===== config.mk =====
export PLATFORM = sky130hd
export DESIGN_NAME = gibm_ram
export DESIGN_NICKNAME = d
export VERILOG_FILES = /design/src/sv/assert_macros.svh /design/src/sv/gibm_ram.sv
export SDC_FILE = /design/constraint.sdc
export NUM_CORES = 1
export LEC_CHECK = 0
export BUFFER_PORTS_ARGS = -buffer_cell sky130_fd_sc_hd__buf_4
export CAP_MARGIN = 25
export CELL_PAD_IN_SITES_DETAIL_PLACEMENT = 1
export CELL_PAD_IN_SITES_GLOBAL_PLACEMENT = 1
export CORE_MARGIN = 4
export CORE_UTILIZATION = 48
export CTS_CLUSTER_DIAMETER = 150
export DETAILED_ROUTE_END_ITERATION = 8
export GPL_TIMING_DRIVEN = 1
export PLACE_DENSITY_LB_ADDON = 0.08
export SYNTH_ARGS = -nofsm -noshare
export SYNTH_HDL_FRONTEND = slang
export SYNTH_SLANG_ARGS = --single-unit

===== constraint.sdc =====
create_clock -name i_clk -period 1.7 [get_ports i_clk]
set_clock_uncertainty 0.15 [all_clocks]
set_input_delay 0.085 -clock i_clk [delete_from_list [all_inputs] [get_ports i_clk]]
set_output_delay 0.085 -clock i_clk [all_outputs]
set_load 0.03 [all_outputs]

===== src/sv/assert_macros.svh =====
// Assertion shorthands shared by the RTL files.
`ifndef ASSERT_MACROS_SVH
`define ASSERT_MACROS_SVH

// Overlapping implication, checked on every rising clock edge outside reset.
`define AST_IMP(lbl, clk, rst_n, ante, cons, msg) \
    lbl: assert property (@(posedge clk) disable iff (!(rst_n)) (ante) |-> (cons)) \
        else $error(msg);

// Next-cycle implication, checked on every rising clock edge outside reset.
`define AST_NXT(lbl, clk, rst_n, ante, cons, msg) \
    lbl: assert property (@(posedge clk) disable iff (!(rst_n)) (ante) |=> (cons)) \
        else $error(msg);

`endif


===== src/sv/gibm_ram.sv =====
// ----------------------------------------------------------------------------
// gibm_ram
// Simple dual-port RAM: one write port, one read port with registered data.
// ----------------------------------------------------------------------------
module gibm_ram #(
    parameter int unsigned WIDTH = 8,
    parameter int unsigned DEPTH = 16,
    localparam int unsigned AW = (DEPTH > 1) ? $clog2(DEPTH) : 1
) (
    input  logic             i_clk,
    input  logic             i_we,
    input  logic [AW-1:0]    i_waddr,
    input  logic [WIDTH-1:0] i_wdata,
    input  logic [AW-1:0]    i_raddr,
    output logic [WIDTH-1:0] o_rdata
);

    logic [WIDTH-1:0] r_mem [DEPTH];
    logic [WIDTH-1:0] r_rdata;

    always_ff @(posedge i_clk) begin
        if (i_we) begin
            r_mem[i_waddr] <= i_wdata;
        end
        r_rdata <= r_mem[i_raddr];
    end

    assign o_rdata = r_rdata;

endmodule


# After elaboration in Yosys (flattened, before gate mapping)
# Memories as Yosys holds them, arrays and structs flattened. A register that Yosys moved wholly into a read port is not among the register bits.
# Cells that the tools add are included.
op_classes:
  mux: 2
op_table:
  columns: ["operator", "count"]
  rows:
  - ["two-way mux 1 bit", 2]
word_totals:
  ram_bits: 128
  word_cells: 3
  mem_count: 1
  out_inout_bits: 8
  register_bits: 0
  input_bits: 18
memory_table:
  columns: ["memory", "depth", "word_bits", "rd", "rd_ports_with_merged_regs", "wr", "line_no", "rtl"]
  rows:
  - ["r_mem", 16, 8, 1, 1, 1, "gibm_ram.sv:18", "logic [WIDTH-1:0] r_mem [DEPTH];"]

# Depth between registers and ports, before layout
# Gate-level depths: netlist (run 1).
depth:
  word_depth: 2
  depth_mapped: 5
  depth_no_buf: 3

# Worst setup path after synthesis (run 1)
# OpenSTA, ideal clock, no wires.
synth_path:
  path_kind: "input -> register"
  start: "in i_waddr[2]"
  end: "mem r_mem[0][0] (enable)"
  setup_slack_ns: -0.028
  arrival_time_ns: 1.195
  required_ns: 1.167
  setup_ns: 0.383
  cell_stages: 2
  n_path_buf: 0
  path_cell_list: "or3b_2 nor3_1"
synth_lines:
  columns: ["element", "line_no", "rtl"]
  rows:
  - ["start, declared", "gibm_ram.sv:12", "input logic [AW-1:0] i_waddr,"]
  - ["end, declared", "gibm_ram.sv:18", null]
# No word-level cell before the write port.

# Worst setup path in the final report (run 1)
layout_path:
  start: "in i_waddr[1]"
  end: "mem r_mem[4][2] (enable)"
# No word-level cell before the write port.

==> flow_summary_export.csv, run 1 <==
group,metric,value,unit
synthesis,syn-num-nets,247,
finish,nFillCells,892,
power,power_leakage,2.17,nW
sta,whs,0.0414,ns
worst_setup_path,r2r_end,"o_rdata[0]",
cts,cts_tree,"done",
route,dr.pass1.iters,4,
floorplanning,io_pins,26,
cts,path_clk_slew,0.05,ns
synthesis,yosys.area.top_type_share,74.7,%
sta,period_minus_slack,1.65,ns
global_route,grt_pass1_wl,16.9,mm
worst_setup_path,critPathRequiredTime,1.77,ns
power,ir_worst_vdd,716,uV
power,comb_power_share,6.1,%
power,swShare,20.1,%
route,wl_per_cell,23.8,um
place,hpwl,6.97,mm
synthesis,synth_area,0.00515,mm^2
place,place_inst,406,
worst_setup_path,worstPathMaxFanout,8,
floorplanning,die_x,112,um
finish,multi_input_area,0.00106,mm^2
synthesis,synth_seq_cells,136,
place,detailed_place.area,0.00566,mm^2
cts,ctsRootBufferMaster,"clkbuf_8",
cts,worst_skew_pair.late_latency,0.51,ns
route,route.detailed.drc,0,
sta,setup_viol,0,
worst_setup_path,r2r_cells,3,
synthesis,synthArstFlopShare,0,%
job,maxCapViolCount,0,
finish,regArea,0.00400,mm^2
sta,slew_viol_final,0,
worst_setup_path,crit_buf_inv,4,
power,pwr-share-clk,43.6,%
synthesis,synthTopCellsByArea,"edfxtp_1 (75%), mux4_2 (7.9%), mux4_1 (7.1%), dfxtp_1 (3.1%), a22oi_1 (2.3%)",
sta,worst_pin_slew,0.477,ns
worst_setup_path,critPathSlowestCell,"dlygate4sd3_1",
route,ant_nets,0,
sta,timing.fmax,606,MHz
worst_setup_path,cpMostUsedCell,"dlygate4sd3_1",
worst_setup_path,cp-end-kind,"flop",
sta,max_slew_margin,68.2,%
sta,fin_tns_setup,0,ns
cts,cts_buffer_depth,2,
sta,rsz0062_at_grt,"no",
worst_setup_path,start_kind,"input port",
cts,cts_buffers,17,
floorplanning,die_area,0.0124,mm^2
place,gp_congestion,0.716,
synthesis,yosysMostFrequentCell,"edfxtp_1",
finish,stdcell_area,0.00632,mm^2
power,power_switching,1.51,mW
cts,htreeDepth,4,
sta,final.period_utilization,97.1,%
place,portBuffers,25,
synthesis,synth_area_leader_cell,"edfxtp_1",
worst_setup_path,critical-path-top-delay-family,"buffers and inverters",
floorplanning,start_util,49.6,%
worst_setup_path,r2r_start,"r_mem[1][0]",
min_path,worstHoldEndpoint,"o_rdata[4]",
synthesis,synth_edf_count,128,
finish,fin_nets,320,
route,drt_iter0_drc,155,
synthesis,synthDistinctLibCells,19,
finish,antenna_cells,0,
finish,area_growth,22.8,%
power,seq_power_share,50.3,%
power,fin_total_pwr,7.50,mW
worst_setup_path,worstPathArrival,1.72,ns
cts,cts.sinks,136,
finish,fin_util,61.0,%
place,dp_slack,0.0673,ns
route,totalWireLength,10.7,mm
synthesis,yosys-top-cells-count,"edfxtp_1 (128), mux4_2 (18), a22oi_1 (16)",
min_path,hp-start,"i_raddr[3]",
worst_setup_path,regToRegSetupSlack,0.10,ns
cts,cts_setup_buffers,0,
route,vias_per_cell,5.61,
synthesis,synth_ff_type,"edfxtp_1",
min_path,whs_path_depth,5,
finish,drive_gt1_share,29.6,%
floorplanning,die_y,112,um
global_route,antenna_found_initial,0,
sta,hold_viol,0,
synthesis,avgSynthCellArea,22.5,um^2
global_route,grtUsageTotal,18.6,%
sta,setup_slack,0.0500,ns
power,power_density,1190,mW/mm^2
route,vias,2526,
global_route,grt_overflow,0,
min_path,hold_class,"input port to flop",
worst_setup_path,cp_cell_sequence,"dlygate4sd3_1, buf_4, nor3_1, dlygate4sd3_1, buf_6",
global_route,grt_pass1_vias,2823,
synthesis,ys.warnings.count,0,
power,power.internal,5.99,mW
worst_setup_path,critPathMaxStageDelay,0.59,ns
synthesis,ys_seq_area_share,77.8,%
global_route,grt_max_degree,18,
floorplanning,core,0.0104,mm^2
finish,final_cells,450,
worst_setup_path,critical_path_class,"input port to flop",
outcome,status,"completed",
synthesis,netlist_instances,229,
floorplanning,num_rows,37,
==> what timing repair did <==
item                       4_1_cts  5_1_grt
gates resized for setup          0        1
hold buffers                    13        0
setup endpoints to repair        0        8
hold endpoints to repair       164        0
==> final cells by class <==
class,count,area share (%)
sequential,136,63.3
timing repair buffer,64,8.77
clock inverter,13,1.78
tap,136,2.69
clock buffer,18,6.61
multi-input combinational,83,16.8
==> layer usage <==
| metal | up-vias | global-route usage (%) | part of all wire, % |
|---|---|---|---|
| met1 | 1327 | 25.7 | 42 |
| met3 | 11 | 4.08 | 4.3 |
| met5 | - | 0 | 0 |
| li1 | 1127 | - | - |
| met2 | 61 | 30.2 | 52 |
| met4 | 0 | 5.76 | 1.0 |
==> placed cells by master, fill, tap and decap left out, types with 2 or more instances in the layout <==
cell type,instances
a22oi_1,16
buf_12,3
buf_4,47
bufinv_16,2
clkbuf_16,16
clkinv_1,8
clkinvlp_4,3
dfxtp_1,8
dlygate4sd3_1,13
edfxtp_1,128
mux4_1,14
mux4_2,18
nand2_1,9
nand2b_1,2
nand3b_1,2
nor2_1,13
nor3_1,3
==> how the worst max path moves through the flow <==
stage / cells after the start / from / slack [ns] / endpoint
global placement: 5 / i_raddr[0] / 0.11 / o_rdata[2]
finish: 5 / i_waddr[1] / 0.05 / r_mem[4][2]
floorplan: 2 / i_waddr[2] / 0.20 / r_mem[3][0]
global route: 5 / i_waddr[1] / 0.02 / r_mem[4][7]
CTS: 5 / i_waddr[1] / 0.09 / r_mem[4][2]
detailed placement: 5 / i_raddr[0] / 0.07 / o_rdata[0]
==> power by group through the flow <==
stage          registers [mW]  logic, mW  clock network (mW)
3_3_place_gp             3.84      0.424                   0
4_1_cts                  3.77      0.463                3.33
5_1_grt                  3.78      0.492                3.51
3_5_place_dp             3.84      0.436                   0
2_1_floorplan            3.88      0.191                   0
6_report                 3.77      0.456                3.27
==> state kept, by name, summed over array words and instances, names as in the netlist <==
register  count
r_mem       128
o_rdata       8
==> kinds of logic after synthesis <==
kind of cell	Yosys count	synth area share [%]
AO/OA/AOI/OAI	16	2.33
buffers and inverters	10	1.68
flip-flops	136	77.8
multiplexers	32	15.0
AND/OR/NAND/NOR	35	3.18
==> worst register-to-register path: stages, from the launching register on <==
cell and delay [ns]:
edfxtp_1 0.36, mux4_1 0.51, a22oi_1 0.33, nand2_1 0.13
Power figures use the tool's default switching activity.
==> run 2: changes to the inputs <==
Settings changed: CORE_ASPECT_RATIO from default to 0.9.
==> flow_summary_export.csv, run 2 (synthesis gave the netlist of run 1 again) <==
group,metric,value,unit
outcome,status,"completed",
place,portBuffers,25,
sta,timing.fmax,651,MHz
power,power_density,1250,mW/mm^2
floorplanning,die_area,0.0124,mm^2
route,ant_nets,0,
worst_setup_path,start_kind,"flop",
sta,setup_viol,0,
power,power_leakage,2.18,nW
place,gp_congestion,0.733,
finish,drive_gt1_share,31.7,%
worst_setup_path,regToRegSetupSlack,0.16,ns
global_route,grt_max_degree,21,
global_route,grt_pass1_vias,2712,
route,vias_per_cell,5.71,
sta,worst_pin_slew,0.426,ns
global_route,grt_overflow,0,
finish,layout_commonest_cell,"edfxtp_1",
sta,final.period_utilization,90.3,%
place,detailed_place.area,0.00563,mm^2
global_route,antenna_found_initial,0,
global_route,grt_pass1_wl,16.7,mm
route,totalWireLength,10.7,mm
power,fin_total_pwr,7.87,mW
worst_setup_path,critical_path_class,"flop to flop",
cts,cts_hold_buffers,8,
worst_setup_path,critPathMaxStageDelay,0.54,ns
worst_setup_path,critical-path-top-delay-family,"multiplexers",
sta,fin_tns_setup,0,ns
worst_setup_path,worstPathMaxFanout,1,
finish,area_growth,22.4,%
cts,htreeDepth,4,
sta,hold_viol,0,
worst_setup_path,r2r_cells,3,
route,dr.pass1.iters,4,
floorplanning,die_y,106,um
route,vias,2486,
place,dp_slack,0.0186,ns
min_path,whs_path_depth,3,
worst_setup_path,crit_buf_inv,0,
floorplanning,start_util,49.8,%
floorplanning,num_rows,35,
worst_setup_path,cp_cell_sequence,"mux4_1, a22oi_1, nand2_1",
finish,fin_nets,312,
worst_setup_path,critPathSlowestCell,"mux4_1",
worst_setup_path,worstPathArrival,1.68,ns
job,maxCapViolCount,0,
cts,path_clk_slew,0.05,ns
route,route.detailed.drc,0,
floorplanning,die_x,117,um
min_path,hold_class,"input port to flop",
finish,stdcell_area,0.00630,mm^2
finish,layout_common_cells,"edfxtp_1 (128), buf_4 (45), mux4_2 (18)",
sta,max_slew_margin,71.6,%
worst_setup_path,cp-end-kind,"flop",
sta,rsz0062_at_grt,"no",
finish,antenna_cells,0,
floorplanning,core,0.0103,mm^2
cts,worst_skew_pair.late_latency,0.41,ns
cts,ctsRootBufferMaster,"clkbuf_16",
place,hpwl,6.88,mm
global_route,grtUsageTotal,19.3,%
route,drt_iter0_drc,227,
finish,largest_register_ffs,128,
finish,nFillCells,864,
power,ir_worst_vdd,870,uV
cts,cts_resized,0,
worst_setup_path,critPathRequiredTime,1.84,ns
cts,cts.sinks,136,
sta,slew_viol_final,0,
sta,period_minus_slack,1.54,ns
route,wl_per_cell,24.5,um
cts,cts_buffer_depth,2,
finish,largest_register,"r_mem",
cts,cts_setup_buffers,0,
sta,setup_slack,0.164,ns
worst_setup_path,cp.depth,3,
floorplanning,io_pins,26,
cts,cts_buffers,17,
cts,cts_tree,"done",
run 2: cell types whose count changed in the layout (fill, tap and decap cells not counted), moves of 2 or more:
cell / change
buf_4: -2
clkbuf_8: +2
clkinv_1: -8
clkinv_2: +5
clkinvlp_4: -2
dlygate4sd3_1: -5
run 2: worst reg2reg max path: stages (launching register included):
cell and delay, ns:
edfxtp_1 0.35, mux4_1 0.54, a22oi_1 0.28, nand2_1 0.10
run 2: metal layers:
layer | wire [um] | GRT usage, % | part of all wire (%) | up-vias
met5 | 0 | 0 | 0 | -
met2 | 5210 | 29.0 | 49 | 95
li1 | - | - | - | 1100
met3 | 757 | 5.69 | 7.1 | 8
met1 | 4610 | 27.8 | 43 | 1283
met4 | 82 | 5.41 | 0.77 | 0
run 2: power by group:
group	switching (mW)	internal, mW	total (mW)
combinational	0.245	0.197	0.442
clock	1.25	2.40	3.65
sequential	0.0260	3.75	3.78
run 2: layout make-up:
cell class                 count  area [um^2]  share of cell area (%)
timing repair buffer          56          478                    7.58
clock inverter                 9          123                    1.95
multi-input combinational     83         1060                    16.9
tap                          129          161                    2.56
clock buffer                  22          474                    7.52
sequential                   136         4000                    63.5
run 2: through the flow:
stage	std cells	utilization, %	hold WS, ns
floorplan	229	-	0.0339
global placement	396	54.4	0.241
detailed placement	396	54.4	0.248
CTS	435	61.0	0.0382
global route	435	61.0	0.0583
finish	435	61.0	0.0548
run 2: path summary, 6_finish.rpt:
path,startpoint,to
setup / recovery,r_mem[1][3],o_rdata[3]
hold / removal,i_waddr[1],r_mem[0][0]
setup reg to reg,r_mem[1][3],o_rdata[3]
hold reg to reg,r_mem[7][6],o_rdata[6]
==> run 3: changes to the inputs <==
Settings changed: ABC_AREA from default to 1, CORE_UTILIZATION 48 to 44.
==> flow_summary_export.csv, run 3 <==
group,metric,value,unit
cts,cts_buffer_depth,2,
synthesis,synth_edf_count,128,
sta,worst_pin_slew,0.327,ns
cts,worst_skew_pair.late_latency,0.41,ns
finish,multi_input_area,0.00121,mm^2
synthesis,netlist_instances,551,
cts,cts_hold_buffers,9,
floorplanning,die_y,117,um
floorplanning,die_x,129,um
sta,slew_viol_final,0,
worst_setup_path,r2r_end,"o_rdata[3]",
synthesis,synth_area,0.00577,mm^2
synthesis,yosys.area.top_type_share,66.7,%
finish,largest_register_ffs,128,
place,place_inst,739,
outcome,status,"completed",
worst_setup_path,worstPathArrival,0.99,ns
sta,fin_tns_setup,0,ns
floorplanning,start_util,45.1,%
synthesis,ys_seq_area_share,69.4,%
finish,nFillCells,1399,
power,ir_worst_vdd,773,uV
global_route,grt_pass1_wl,23.8,mm
route,totalWireLength,15.4,mm
worst_setup_path,start_kind,"flop",
synthesis,synthDistinctLibCells,12,
synthesis,yosysMostFrequentCell,"nand2_1",
route,ant_nets,0,
floorplanning,die_area,0.0150,mm^2
worst_setup_path,cp-end-kind,"output pin",
cts,cts_tree,"done",
cts,cts_resized,0,
worst_setup_path,worstPathMaxFanout,1,
place,dp_slack,0.358,ns
power,fin_total_pwr,7.67,mW
cts,cts_buffers,17,
place,portBuffers,25,
min_path,hp-start,"i_raddr[2]",
route,wl_per_cell,19.7,um
cts,htreeDepth,4,
synthesis,yosys-top-cells-count,"nand2_1 (173), edfxtp_1 (128), inv_1 (100)",
cts,path_clk_slew,0.06,ns
global_route,grt_pass1_vias,4123,
worst_setup_path,critical-path-top-delay-family,"flip-flops",
sta,setup_viol,0,
power,power_density,1120,mW/mm^2
floorplanning,io_pins,26,
global_route,grt_overflow,0,
min_path,whs_path_depth,5,
floorplanning,core,0.0128,mm^2
synthesis,ys.warnings.count,0,
min_path,hold_class,"input port to flop",
route,route.detailed.drc,0,
cts,ctsRootBufferMaster,"clkbuf_16",
worst_setup_path,r2r_start,"r_mem[7][3]",
synthesis,synth_ff_type,"edfxtp_1",
power,power_leakage,2.98,nW
min_path,worstHoldEndpoint,"o_rdata[3]",
worst_setup_path,cp_cell_sequence,"buf_4",
finish,layout_common_cells,"nand2_1 (173), edfxtp_1 (128), inv_1 (100)",
worst_setup_path,critPathRequiredTime,1.46,ns
worst_setup_path,critPathMaxStageDelay,0.40,ns
place,hpwl,9.45,mm
finish,antenna_cells,0,
cts,cts_setup_buffers,0,
finish,area_growth,18.6,%
synthesis,syn-num-nets,569,
worst_setup_path,r2r_cells,6,
route,drt_iter0_drc,414,
sta,hold_viol,0,
finish,drive_gt1_share,12.2,%
sta,timing.fmax,813,MHz
finish,fin_nets,621,
route,vias_per_cell,5.09,
worst_setup_path,critical_path_class,"flop to output pin",
synthesis,avgSynthCellArea,10.5,um^2
sta,rsz0062_at_grt,"no",
worst_setup_path,cp.depth,1,
finish,final_cells,780,
worst_setup_path,regToRegSetupSlack,0.48,ns
place,gp_congestion,0.799,
cts,cts.sinks,136,
synthesis,synth_seq_cells,136,
synthesis,synth_area_leader_cell,"edfxtp_1",
finish,layout_commonest_cell,"nand2_1",
global_route,grtUsageTotal,21.9,%
finish,regArea,0.00400,mm^2
sta,final.period_utilization,72.3,%
sta,max_slew_margin,78.2,%
route,dr.pass1.iters,5,
synthesis,synthArstFlopShare,0,%
sta,period_minus_slack,1.23,ns
sta,setup_slack,0.470,ns
job,maxCapViolCount,0,
place,detailed_place.area,0.00622,mm^2
finish,largest_register,"r_mem",
global_route,antenna_found_initial,0,
synthesis,synthTopCellsByArea,"edfxtp_1 (67%), nand2_1 (11%), nand3_1 (8.4%), inv_1 (6.5%), dfxtp_1 (2.8%)",
worst_setup_path,critPathSlowestCell,"dfxtp_1",
finish,stdcell_area,0.00684,mm^2
worst_setup_path,crit_buf_inv,1,
route,vias,3971,
floorplanning,num_rows,39,
global_route,grt_max_degree,65,
-- run 3: cell count changes after synthesis, sizes merged, moves of 16 or more --
cell / change
nand2: +164
a22oi: -16
mux4: -32
buf: +17
nand3: +96
inv: +102
-- run 3: layout make-up --
cell class,instances,area share (%)
Multi-Input combinational cell,289,17.7
Sequential cell,136,58.5
Tap cell,164,3.00
Clock buffer,28,7.55
Inverter,102,5.60
Clock inverter,4,0.274
Timing Repair Buffer,57,7.32
-- run 3: worst min-delay path: cells and delay by family --
family | cells | cell delay (ns)
buffers and inverters | 2 | 0.22
and+or+nand+nor | 3 | 0.25
-- run 3: stage by stage --
stage	hold slack [ns]	utilization (%)
2_1_floorplan	0.0339	-
3_3_place_gp	0.268	48.6
3_5_place_dp	0.278	48.6
4_1_cts	0.0123	53.5
5_1_grt	0.0439	53.5
6_report	0.0217	53.5
-- run 3: logic make-up after synthesis --
family | Yosys count | synth area share, %
AND/OR/NAND/NOR | 289 | 21.0
buffers and inverters | 126 | 9.52
flip-flops | 136 | 69.4
-- run 3: power breakdown --
group	total [mW]	internal [mW]	switching, mW
Combinational	0.574	0.184	0.389
Sequential	3.78	3.75	0.0257
Clock	3.33	2.05	1.28
Total	7.67	5.98	1.69
-- run 3: worst max-delay path by stage --
stage                startpoint           end  slack (ns)
finish               o_rdata[6]    o_rdata[6]        0.47
global route        r_mem[1][4]    o_rdata[4]        0.39
CTS                  o_rdata[6]    o_rdata[6]        0.46
detailed placement   i_raddr[0]    o_rdata[7]        0.36
global placement     i_raddr[0]    o_rdata[6]        0.34
floorplan            i_waddr[2]  r_mem[10][0]        0.51
-- run 3: per-layer routing --
metal,vias to the layer above,global-route usage (%),wire [um]
met5,-,0,0
met4,0,7.14,192
met3,15,4.57,676
met2,95,36.4,7640
met1,1983,28.9,6860
li1,1878,-,-
