File: src/sv/assert_macros.svh
// Assertion shorthands shared by the RTL files.
`ifndef ASSERT_MACROS_SVH
`define ASSERT_MACROS_SVH

// Overlapping implication, checked on every rising clock edge outside reset.
`define AST_IMP(lbl, clk, rst_n, ante, cons, msg) \
    lbl: assert property (@(posedge clk) disable iff (!(rst_n)) (ante) |-> (cons)) \
        else $error(msg);

// Next-cycle implication, checked on every rising clock edge outside reset.
`define AST_NXT(lbl, clk, rst_n, ante, cons, msg) \
    lbl: assert property (@(posedge clk) disable iff (!(rst_n)) (ante) |=> (cons)) \
        else $error(msg);

`endif

File: src/sv/gibm_pkg.sv
// ----------------------------------------------------------------------------
// gibm_pkg
// Types and constants of the greedy IoU box matcher.
// ----------------------------------------------------------------------------
package gibm_pkg;

    localparam int unsigned MaxResults = 32;
    localparam logic [15:0] ThrReset   = 16'd13107;
    localparam int unsigned QuotBits   = 17;

    typedef enum logic [1:0] {
        OP_LOAD_TRACK = 2'd0,
        OP_LOAD_DET   = 2'd1,
        OP_RUN        = 2'd2,
        OP_CLEAR      = 2'd3
    } t_op;

    typedef struct packed {
        logic [1:0]         op;
        logic signed [15:0] box_left;
        logic signed [15:0] box_top;
        logic [14:0]        box_width;
        logic [14:0]        box_height;
    } t_cmd;

    typedef struct packed {
        logic signed [15:0] left;
        logic signed [15:0] top;
        logic [14:0]        width;
        logic [14:0]        height;
    } t_box;

    typedef struct packed {
        logic        pair_valid;
        logic [4:0]  track_index;
        logic [4:0]  det_index;
        logic [16:0] pair_iou;
        logic        last;
    } t_res;

    typedef enum logic [3:0] {
        ST_IDLE,
        ST_RD,
        ST_EDGE,
        ST_MUL,
        ST_UNI,
        ST_DIV,
        ST_WR,
        ST_SCAN,
        ST_DRAIN,
        ST_DEC,
        ST_FLUSH
    } t_state;

endpackage

File: src/sv/gibm_div.sv
// ----------------------------------------------------------------------------
// gibm_div
// Restoring divider: floor(num * 2^16 / den), one quotient bit per cycle.
// ----------------------------------------------------------------------------
module gibm_div import gibm_pkg::*; (
    input  logic        i_clk,
    input  logic        i_rst_n,
    input  logic        i_start,
    input  logic [29:0] i_num,
    input  logic [30:0] i_den,
    output logic        o_done,
    output logic [16:0] o_quot
);

    logic [31:0] r_rem;
    logic [30:0] r_den;
    logic [16:0] r_quot;
    logic [4:0]  r_cnt;
    logic        r_first;
    logic        r_busy;
    logic        r_done;
    logic        r_zero;
    logic [31:0] w_trial;
    logic        w_ge;

    // first step compares the numerator itself, later steps shift in a zero
    assign w_trial = r_first ? r_rem : {r_rem[30:0], 1'b0};
    assign w_ge    = w_trial >= {1'b0, r_den};

    always_ff @(posedge i_clk) begin
        if (!i_rst_n) begin
            r_busy <= 1'b0;
            r_done <= 1'b0;
        end else begin
            r_done <= 1'b0;
            if (i_start) begin
                r_busy <= 1'b1;
            end else if (r_busy && r_cnt == 5'd1) begin
                r_busy <= 1'b0;
                r_done <= 1'b1;
            end
        end
        if (i_start) begin
            r_rem   <= {2'b00, i_num};
            r_den   <= i_den;
            r_zero  <= i_den == 31'd0;
            r_cnt   <= 5'(QuotBits);
            r_first <= 1'b1;
        end else if (r_busy) begin
            r_rem   <= w_ge ? w_trial - {1'b0, r_den} : w_trial;
            r_quot  <= {r_quot[15:0], w_ge};
            r_cnt   <= r_cnt - 5'd1;
            r_first <= 1'b0;
        end
    end

    assign o_done = r_done;
    assign o_quot = r_zero ? 17'd0 : r_quot;

    `include "assert_macros.svh"

    `AST_NXT(a_div_done, i_clk, i_rst_n, r_busy && r_cnt == 5'd1 && !i_start, r_done, "divider missed done")
    `AST_IMP(a_div_busy, i_clk, i_rst_n, r_busy, r_cnt != 5'd0, "divider ran past its count")

endmodule

File: config.mk
export PLATFORM = sky130hd
export DESIGN_NAME = gibm_div
export DESIGN_NICKNAME = d
export VERILOG_FILES = /design/src/sv/gibm_pkg.sv /design/src/sv/gibm_div.sv
export VERILOG_INCLUDE_DIRS = /design/src /design/src/sv
export SDC_FILE = /design/constraint.sdc
export NUM_CORES = 1
export LEC_CHECK = 0
export BUFFER_PORTS_ARGS = -buffer_cell sky130_fd_sc_hd__buf_2
export CAP_MARGIN = 5
export CORE_ASPECT_RATIO = 0.9
export CORE_MARGIN = 1.5
export CORE_UTILIZATION = 35
export CTS_CLUSTER_DIAMETER = 100
export DETAILED_ROUTE_END_ITERATION = 8
export PLACE_DENSITY = 0.6
export SLEW_MARGIN = 25
export SYNTH_ARGS = -nofsm -noshare
export SYNTH_HDL_FRONTEND = slang
export SYNTH_SLANG_ARGS = --single-unit
export TNS_END_PERCENT = 100
File: constraint.sdc
create_clock -name i_clk -period 4.4 [get_ports i_clk]
set_input_delay 0.66 -clock i_clk [delete_from_list [all_inputs] [get_ports i_clk]]
set_output_delay 0.66 -clock i_clk [all_outputs]
set_load 0.01 [all_outputs]
# Word level (Yosys, flattened, before mapping)
# Index checks and enable logic that the tools add are counted.
[word_totals]
inputBits = 64
output_inout_bits = 18
register_bits = 89
wordCells = 29
[op_classes]
n_eq_ne = 1
n_lt_le_gt_ge = 1
mux = 8
add_sub_neg = 2
bitwise = 2
n_reduce_logical = 6
[ops]
columns = ["op", "n"]
rows = [
  ["$mux W32", 2],
  ["$mux W30", 2],
  ["$ge A32 B31 Y1", 1],
  ["$sub A32 B31 Y32", 1],
  ["$logic_not A31 Y1", 1],
  ["$mux W17", 1],
  ["$eq A5 B1 Y1 const B", 1],
  ["$sub A5 B1 Y5 const B", 1],
  ["$reduce_bool A2 Y1", 2],
  ["$mux W1", 3],
  ["$not A1 Y1", 2],
  ["$reduce_and A2 Y1", 1],
  ["$reduce_or A2 Y1", 1],
  ["$logic_and A1 B1 Y1", 1],
]

# Logic depth before layout (Yosys ltp)
# Gate-level depths: netlist of run 1.
[depth]
depth_word = 5
ltp_mapped = 16
ltp_nobuf = 12

# Worst setup path after synthesis of run 1
# OpenSTA, ideal clock, no wires.
[synth_timing]
kind = "reg2reg"
startpoint = "reg r_first"
endpoint = "reg r_rem[29] (data pin)"
path_stages_with_launch = 13
path_buffers = 2
t_required_ns = 4.220
path_slack_ns = 0.929
setup_ns = 0.180
synth_period_minus_slack_ns = 3.471
arrival_time_ns = 3.291
cell_sequence = "dfxtp_1 buf_6 clkbuf_1 mux2_2 ha_1 nand3_1 o21bai_1 a211o_1 a31oi_1 a21oi_1 nor4_1 mux2_2 a221oi_1"
[synth_between]
elab_chain_len = 5
word_cells_on_any_way = 6
cone_classes = "add/sub: 1; order compare: 1; mux: 4"
[synth_lines]
columns = ["item", "line", "source"]
rows = [
  ["start: declaration", "gibm_div.sv:19", "logic r_first;"],
  ["start signal: assignment", "gibm_div.sv:48", "r_first <= 1'b1;"],
  ["start signal: assignment", "gibm_div.sv:53", "r_first <= 1'b0;"],
  ["$mux W32 (*)", "gibm_div.sv:27", "assign w_trial = r_first ? r_rem : {r_rem[30:0], 1'b0};"],
  ["$sub A32 B31 Y32 / $ge A32 B31 Y1 (equally long branches)", "gibm_div.sv:50, gibm_div.sv:28", ""],
  ["$mux W32 (*)", "gibm_div.sv:50", "r_rem <= w_ge ? w_trial - {1'b0, r_den} : w_trial;"],
  ["$mux W30 (*)", "gibm_div.sv:49", "end else if (r_busy) begin"],
  ["$mux W30 (*)", "gibm_div.sv:43", "if (i_start) begin"],
  ["end signal: assignment", "gibm_div.sv:44", "r_rem <= {2'b00, i_num};"],
  ["end signal: assignment", "gibm_div.sv:50", ""],
  ["end: declaration", "gibm_div.sv:15", "logic [31:0] r_rem;"],
]
# Mark *: on every way between the ends. The rest lies on a longest branch, timed or not. The select of a mux whose other input is x is not followed.
# A chain may end at the register's enable or synchronous reset.

# Worst setup path in the final report of run 1
# Ends and elaborated chain as after synthesis.

==> results of run 1 <==
## final cells by class
class | instances | share of cell area
Sequential cell | 89 | 0.373
Timing Repair Buffer | 91 | 0.0697
Tap cell | 211 | 0.0383
Clock inverter | 7 | 0.0138
Clock buffer | 9 | 0.0327
Multi-Input combinational cell | 447 | 0.444
Inverter | 52 | 0.0283
## layer usage
metal	share of wire	GRT usage
met5	0	0
met4	0.011	0.0509
met3	0.036	0.0326
met2	0.47	0.295
met1	0.48	0.244
## final timing paths
kind | cells after the start | end | startpoint
min | 0 | r_quot[11] | r_quot[10]
min reg2reg | 0 | r_quot[11] | r_quot[10]
max reg2reg | 11 | r_rem[29] | r_first
max | 11 | r_rem[29] | r_first
## synthesized netlist by cell type, drive strengths merged, types with 9 or more instances
library cell / number
a211oi: 13
a21oi: 49
buf: 23
clkbuf: 10
dfxtp: 10
edfxtp: 79
ha: 33
inv: 52
mux2: 33
nand2: 49
nand3: 14
nand4: 10
nor2: 46
nor2b: 20
nor3: 16
nor4: 17
o211ai: 9
o21a: 14
o21ai: 37
xnor2: 11
## state kept, by name (all words and copies together), names as in the netlist
name	flops
o_done	1
r_busy	1
r_cnt	5
r_den	31
r_first	1
r_quot	17
r_rem	32
r_zero	1
## per-stage QoR
stage          hold WS [ns]  worst slack (ns)  instance area [um^2]  instances
6_report              0.445             0.654                  6890        906
5_1_grt               0.457             0.399                  6890        906
4_1_cts               0.448             0.680                  6890        906
3_5_place_dp          0.430             0.718                  6570        890
3_3_place_gp          0.426             0.798                  6570        890
2_1_floorplan         0.418             0.929                  5990        621
## power breakdown
part | leakage, nW | internal (mW) | switching, mW | total [mW]
Clock | 0.155 | 0.497 | 0.338 | 0.835
Combinational | 1.81 | 0.617 | 0.944 | 1.56
Sequential | 0.851 | 1.06 | 0.0582 | 1.12
Total | 2.82 | 2.18 | 1.34 | 3.52
## cell families (layout without fill, tap and decap cells)
group,count (synthesis),after routing
AOI/OAI and AO/OA,162,162
xor gates and xnor gates,19,19
adders and majority gates,34,34
buffers and inverters,85,159
DFF,89,89
muxes,36,36
and+or+nand+nor,196,196
==> Flow_metrics.wiki, run 1 <==
{| class="wikitable"
! Metric !! Value
|-
| Basic-gate share of the synthesized area counting and, or, nand and nor cells || 0.167
|-
| Time the worst path needs with I/O delays and setup || 3.75 ns
|-
| Max cap viols || 0
|-
| Peak supply drop || 0.000250 V
|-
| Remaining global-route overflow || 0
|-
| Gpl congestion || between 0.8 and 0.9
|-
| Die outline area || around 0.018 mm^2
|-
| Pin count of the biggest net entering global routing || 43
|-
| Mean Syn Cell Area || approximately 9.6 um^2
|-
| Diode insertion count for antenna repair || 0
|-
| All-Layer GR Usage || 0.180
|-
| Count of hold-fix buffers inserted at cts || 0
|-
| Longest Clk Path Bufs || 2
|-
| Ratio of cells with drive above 1 in the final layout || 0.219
|-
| Post-route antenna net violation count || 0
|-
| Detailed Routing Iterations Pass 1 || 5
|-
| Setup TNS || 0 ns
|-
| Adder and majority gate portion of the synthesized area || 0.0723
|-
| # H-tree levels || 3
|-
| Input/output buffers || 81
|-
| Family with the most delay on the worst path || compound AO/OA/AOI/OAI gates
|-
| Unique masters post-synth || between 60 and 70
|-
| Maximum fanout count along the critical path || 11
|-
| Drt via density || approximately 5.5
|-
| Count of synthesis-stage warnings from yosys || 0
|-
| Footprint of the multi-input gates || 0.00306 mm^2
|-
| Clock edge transition at the registers on the reported setup and hold paths || 0.06 ns
|-
| Fin util || 0.411
|-
| Ordered list of cells on the worst path || buf_4, mux2_2, ha_1, nand3_1, o21bai_1, a211o_1, a31oi_1, a21oi_1, nor4_1, mux2_2, a221oi_1
|-
| Iter 0 DRT Violations || between 200 and 300
|-
| Via count of the first global-routing pass || 4904
|-
| Number of buffers and inverters on the critical path || 1
|-
| Half-perimeter wire length of the detailed placement result || roughly 12000 um
|-
| TritonCTS buffer count || 9
|-
| Net Count, Synth || just over 700
|-
| Clock latency reported for the late side of the worst-skew pair || roughly 0.36 ns
|-
| Asr flop ratio synth || 0
|-
| Seq/Total Area, Yosys || 0.430
|-
| Combined area of all synthesized cells || 0.00599 mm^2
|-
| Combinational family with the most area after synthesis || compound AO/OA/AOI/OAI gates
|-
| Signed area change from the synthesized netlist to the final layout || 15.1%
|-
| Worst slew slack as a fraction of its limit || 0.571
|-
| Slew at the pin closest to its max-slew limit || 0.642 ns
|-
| Storage cell area || around 0.0026 mm^2
|-
| Post-detailed-route wirelength per cell || between 15 and 20 um
|-
| Crit path max-delay cell type || dfxtp_1
|-
| Slew Viols, Final || 0
|-
| Overall via count from detail_route || approximately 5k
|-
| Most common cell type on the critical path || mux2_2
|-
| Worst-case register-to-register setup slack || roughly 0.65 ns
|-
| Cell taking the most area after synthesis || edfxtp_1
|-
| Critical Path Sink Type || flip-flop
|-
| LEAKAGE || ~2.8 nW
|-
| Peak clock frequency supported by timing || ~270 MHz
|-
| Number of primary I/O pins || between 80 and 90
|-
| Startpoint Class || flip-flop
|-
| Fillers || between 1.5k and 2k
|-
| Number of clock sinks seen by CTS || between 80 and 90
|-
| Critical Path RT || 4.57 ns
|-
| Largest stage delay, worst path || 0.39 ns
|-
| Most area-consuming cells after synthesis || edfxtp_1 40%, ha_1 6.9%, mux2_2 6.0%, a21oi_1 4.0%, dfxtp_1 3.3%
|-
| Number of enable-type register cells in the synthesized netlist || 79
|-
| RSZ-0062 raised after global routing || no
|-
| Area of the core || ~0.017 mm^2
|-
| Antenna violations before repair || 0
|-
| # setup viols final || 0
|-
| Path category of the worst min-delay check || flip-flop to flip-flop
|-
| Main synth FF type || edfxtp_1
|-
| Cell count after synthesis || between 600 and 700
|-
| Die Ht || ~130 um
|-
| Portion of netlist area occupied by mux cells || 0.0677
|-
| Most used cells in the layout excluding fill and tap cells || 81 x buf_2, 79 x edfxtp_1, 51 x inv_1
|-
| # DRC || 0
|-
| Resized Gates After CTS || 0
|-
| Setup Fix Bufs, Post-CTS || 0
|-
| Run status || finished clean
|-
| Hold violation total from the final report || 0
|-
| Part of the cycle the worst path needs || 0.851
|-
| Worst Path Class, Setup || flip-flop to flip-flop
|-
| TritonCTS clock tree || done
|-
| Post-synthesis share of cell area spent on xor and xnor gates || 0.0278
|-
| First-pass GRT wire length || roughly 25000 um
|-
| FP Rows || 45
|-
| Seq cells post-synth || 89
|-
| Nets@finish || roughly 790
|-
| Most common cell after layout, fill and taps aside || buf_2
|-
| Root buffer selected by CTS || clkbuf_16
|-
| Crit path DAT || between 3 and 4 ns
|-
| Power density relative to cell area || slightly above 500 mW/mm^2
|-
| Die Width || around 140 um
|-
| Effective utilization at floorplan || 0.357
|-
| Compound-Gate Fraction of Synth Area || 0.177
|-
| Final setup skew || 0.00778 ns
|-
| Top-area cell type share of the netlist area || 0.396
|-
| Total detailed-routing wirelength || around 16000 um
|-
| Total power consumption of the routed design || around 3.5 mW
|}
Power figures use the tool's default switching activity.
==> run 2: changes to the inputs <==
clock period = 4.7 ns   (was 4.4 ns; I/O delays follow)
==> run 2 against run 1 <==
Combinational power shrank 7%. Sequential power shrank 6%. Largest cell class unchanged. Highest routed layer unchanged. Critical path type unchanged. Clock power shrank 18%. Critical endpoint unchanged.
==> Flow_metrics.wiki, run 2 (synthesis results as in run 1) <==
{| class="wikitable"
! Metric !! Value
|-
| Crit path DAT || 4.14 ns (was 3.91 ns)
|-
| Clock edge transition at the registers on the reported setup and hold paths || 0.07 ns (was 0.06 ns)
|-
| First-pass GRT wire length || 24400 um (was 25400 um)
|-
| Hold violation total from the final report || 0 (unchanged)
|-
| Final setup skew || 0.00909 ns (was 0.00778 ns)
|-
| Power density relative to cell area || 465 mW/mm^2 (was 510 mW/mm^2)
|-
| Setup Fix Bufs, Post-CTS || 0 (unchanged)
|-
| # H-tree levels || 3 (unchanged)
|-
| Path category of the worst min-delay check || flip-flop to flip-flop (unchanged)
|-
| FP Rows || 45 (unchanged)
|-
| Number of buffers and inverters on the critical path || 1 (unchanged)
|-
| Resized Gates After CTS || 0 (unchanged)
|-
| Remaining global-route overflow || 0 (unchanged)
|-
| Post-route antenna net violation count || 0 (unchanged)
|-
| Storage cell area || 0.00257 mm^2 (unchanged)
|-
| Pin count of the biggest net entering global routing || 81 (was 43)
|-
| Part of the cycle the worst path needs || 0.845 (was 0.851)
|-
| Startpoint of the most critical hold path || r_quot[3] (was r_quot[10])
|-
| Input/output buffers || 81 (unchanged)
|-
| Signed area change from the synthesized netlist to the final layout || 14.3% (was 15.1%)
|-
| Portion of total power attributed to combinational logic || 0.454 (was 0.444)
|-
| Sw Ratio || 0.392 (was 0.381)
|-
| Diode insertion count for antenna repair || 0 (unchanged)
|-
| Most used cells in the layout excluding fill and tap cells || 81 x buf_2, 79 x edfxtp_1, 51 x inv_1 (unchanged)
|-
| Critical Path RT || 4.87 ns (was 4.57 ns)
|-
| End of the worst register-to-register path || r_rem[29] (unchanged)
|-
| Die Ht || 127 um (unchanged)
|-
| Post-Layout Inst Area || 0.00684 mm^2 (was 0.00689 mm^2)
|-
| Effective utilization at floorplan || 0.357 (unchanged)
|-
| Ratio of cells with drive above 1 in the final layout || 0.218 (was 0.219)
|-
| Maximum fanout count along the critical path || 19 (was 11)
|-
| All-Layer GR Usage || 0.173 (was 0.180)
|-
| Most common cell type on the critical path || mux2_2 (unchanged)
|-
| Clock latency reported for the late side of the worst-skew pair || 0.36 ns (about the same)
|-
| Most common cell after layout, fill and taps aside || buf_2 (unchanged)
|-
| Slew at the pin closest to its max-slew limit || 0.951 ns (was 0.642 ns)
|-
| Worst-case setup slack after placement || 0.811 ns (was 0.718 ns)
|-
| Worst slew slack as a fraction of its limit || 0.366 (was 0.571)
|-
| Worst Path Class, Setup || flip-flop to flip-flop (unchanged)
|-
| Capture endpoint of the worst hold path || r_quot[4] (was r_quot[11])
|-
| Critical Path Sink Type || flip-flop (unchanged)
|-
| Gpl congestion || 0.882 (was 0.889)
|-
| Overall via count from detail_route || 4847 (was 4957)
|-
| Root buffer selected by CTS || clkbuf_16 (unchanged)
|-
| TritonCTS clock tree || done (unchanged)
|-
| Worst-case register-to-register setup slack || 0.73 ns (was 0.65 ns)
|-
| LEAKAGE || 2.78 nW (was 2.82 nW)
|-
| RSZ-0062 raised after global routing || no (unchanged)
|-
| Family with the most delay on the worst path || compound AO/OA/AOI/OAI gates (unchanged)
|-
| Total cell area at the placement stage || 0.00657 mm^2 (about the same)
|-
| Setup TNS || 0 ns (unchanged)
|-
| Nets@finish || 787 (was 788)
|-
| Crit path max-delay cell type || mux2_2 (was dfxtp_1)
|-
| Internal power summed over all cells || 1.94 mW (was 2.18 mW)
|-
| Number of clock sinks seen by CTS || 89 (unchanged)
|-
| Peak clock frequency supported by timing || 252 MHz (was 267 MHz)
|-
| Antenna violations before repair || 0 (unchanged)
|-
| Number of primary I/O pins || 82 (unchanged)
|-
| # setup viols final || 0 (unchanged)
|-
| Sequential group share of total power || 0.330 (was 0.319)
|-
| Total detailed-routing wirelength || 15100 um (was 15600 um)
|-
| Iter 0 DRT Violations || 235 (was 272)
|-
| Time the worst path needs with I/O delays and setup || 3.97 ns (was 3.75 ns)
|-
| Count of hold-fix buffers inserted at cts || 0 (unchanged)
|-
| Fillers || 1695 (was 1660)
|-
| Reg2Reg Launch Point || r_first (unchanged)
|-
| Half-perimeter wire length of the detailed placement result || 11400 um (was 11700 um)
|-
| Largest stage delay, worst path || 0.39 ns (about the same)
|-
| Top flop regs || r_rem (32), r_den (31), r_quot (17) (unchanged)
|-
| Post-detailed-route wirelength per cell || 16.7 um (was 17.2 um)
|-
| Ordered list of cells on the worst path || buf_4, mux2_2, ha_1, nand3_1, o21bai_1, a211o_1, a31oi_1, a21oi_1, nor4_1, mux2_2, a221oi_1 (unchanged)
|-
| Longest Clk Path Bufs || 2 (unchanged)
|-
| Max FFs per register || 32 (unchanged)
|-
| Die Width || 141 um (unchanged)
|-
| Worst-case reg-to-reg path depth || 11 (unchanged)
|-
| Drt via density || 5.36 (was 5.47)
|-
| Via count of the first global-routing pass || 4799 (was 4904)
|-
| Area of the core || 0.0168 mm^2 (unchanged)
|-
| TritonCTS buffer count || 9 (unchanged)
|-
| Worst setup slack after layout || 0.730 ns (was 0.654 ns)
|-
| Startpoint Class || flip-flop (unchanged)
|-
| Reported net switching power || 1.25 mW (was 1.34 mW)
|-
| Relative contribution of the clock network to total power || 0.215 (was 0.237)
|-
| Max cap viols || 0 (unchanged)
|-
| Worst hold path depth || 0 (unchanged)
|-
| Slew Viols, Final || 0 (unchanged)
|-
| Register name with the most flops || r_rem (unchanged)
|-
| Peak supply drop || 0.000196 V (was 0.000250 V)
|-
| Run status || finished clean (unchanged)
|-
| Detailed Routing Iterations Pass 1 || 5 (unchanged)
|-
| # DRC || 0 (unchanged)
|-
| Die outline area || 0.0179 mm^2 (unchanged)
|-
| Footprint of the multi-input gates || 0.00306 mm^2 (unchanged)
|-
| Total power consumption of the routed design || 3.18 mW (was 3.52 mW)
|}
run 2: area by class of cell:
| type | instances | share of cell area |
|---|---|---|
| clock buffer | 9 | 0.0329 |
| sequential | 89 | 0.376 |
| timing repair buffer | 90 | 0.0691 |
| tap | 211 | 0.0386 |
| multi-input combinational | 447 | 0.447 |
| clock inverter | 7 | 0.00786 |
| inverter | 52 | 0.0285 |
run 2: worst max path at each step:
stage	end	slack [ns]	cells after the start	start
final	r_rem[29]	0.73	11	r_first
after CTS	r_rem[29]	0.77	11	r_first
after floorplan	r_rem[29]	1.23	12	r_first
after global routing	r_rem[27]	0.48	12	r_first
after global placement	r_rem[27]	0.87	12	r_first
after detailed placement	r_rem[29]	0.81	11	r_first
run 2: layer usage:
layer | up-vias | share of wire | global-route usage
met5 | - | 0 | 0
met4 | 0 | 0.013 | 0.0392
met3 | 15 | 0.048 | 0.0424
met2 | 128 | 0.46 | 0.288
met1 | 2286 | 0.48 | 0.227
li1 | 2418 | - | -
run 2: per-stage QoR:
stage,hold slack [ns],utilization,std cells
2_1_floorplan,0.418,-,621
3_3_place_gp,0.428,0.391,889
3_5_place_dp,0.430,0.391,889
4_1_cts,0.451,0.408,905
5_1_grt,0.462,0.408,905
6_report,0.446,0.408,905
run 2: power groups by stage:
stage | clock network, mW | logic (mW) | registers, mW
2_1_floorplan | 0 | 1.12 | 1.04
3_3_place_gp | 0 | 1.42 | 1.07
3_5_place_dp | 0 | 1.43 | 1.07
4_1_cts | 0.706 | 1.44 | 1.05
5_1_grt | 0.735 | 1.60 | 1.06
6_report | 0.686 | 1.45 | 1.05
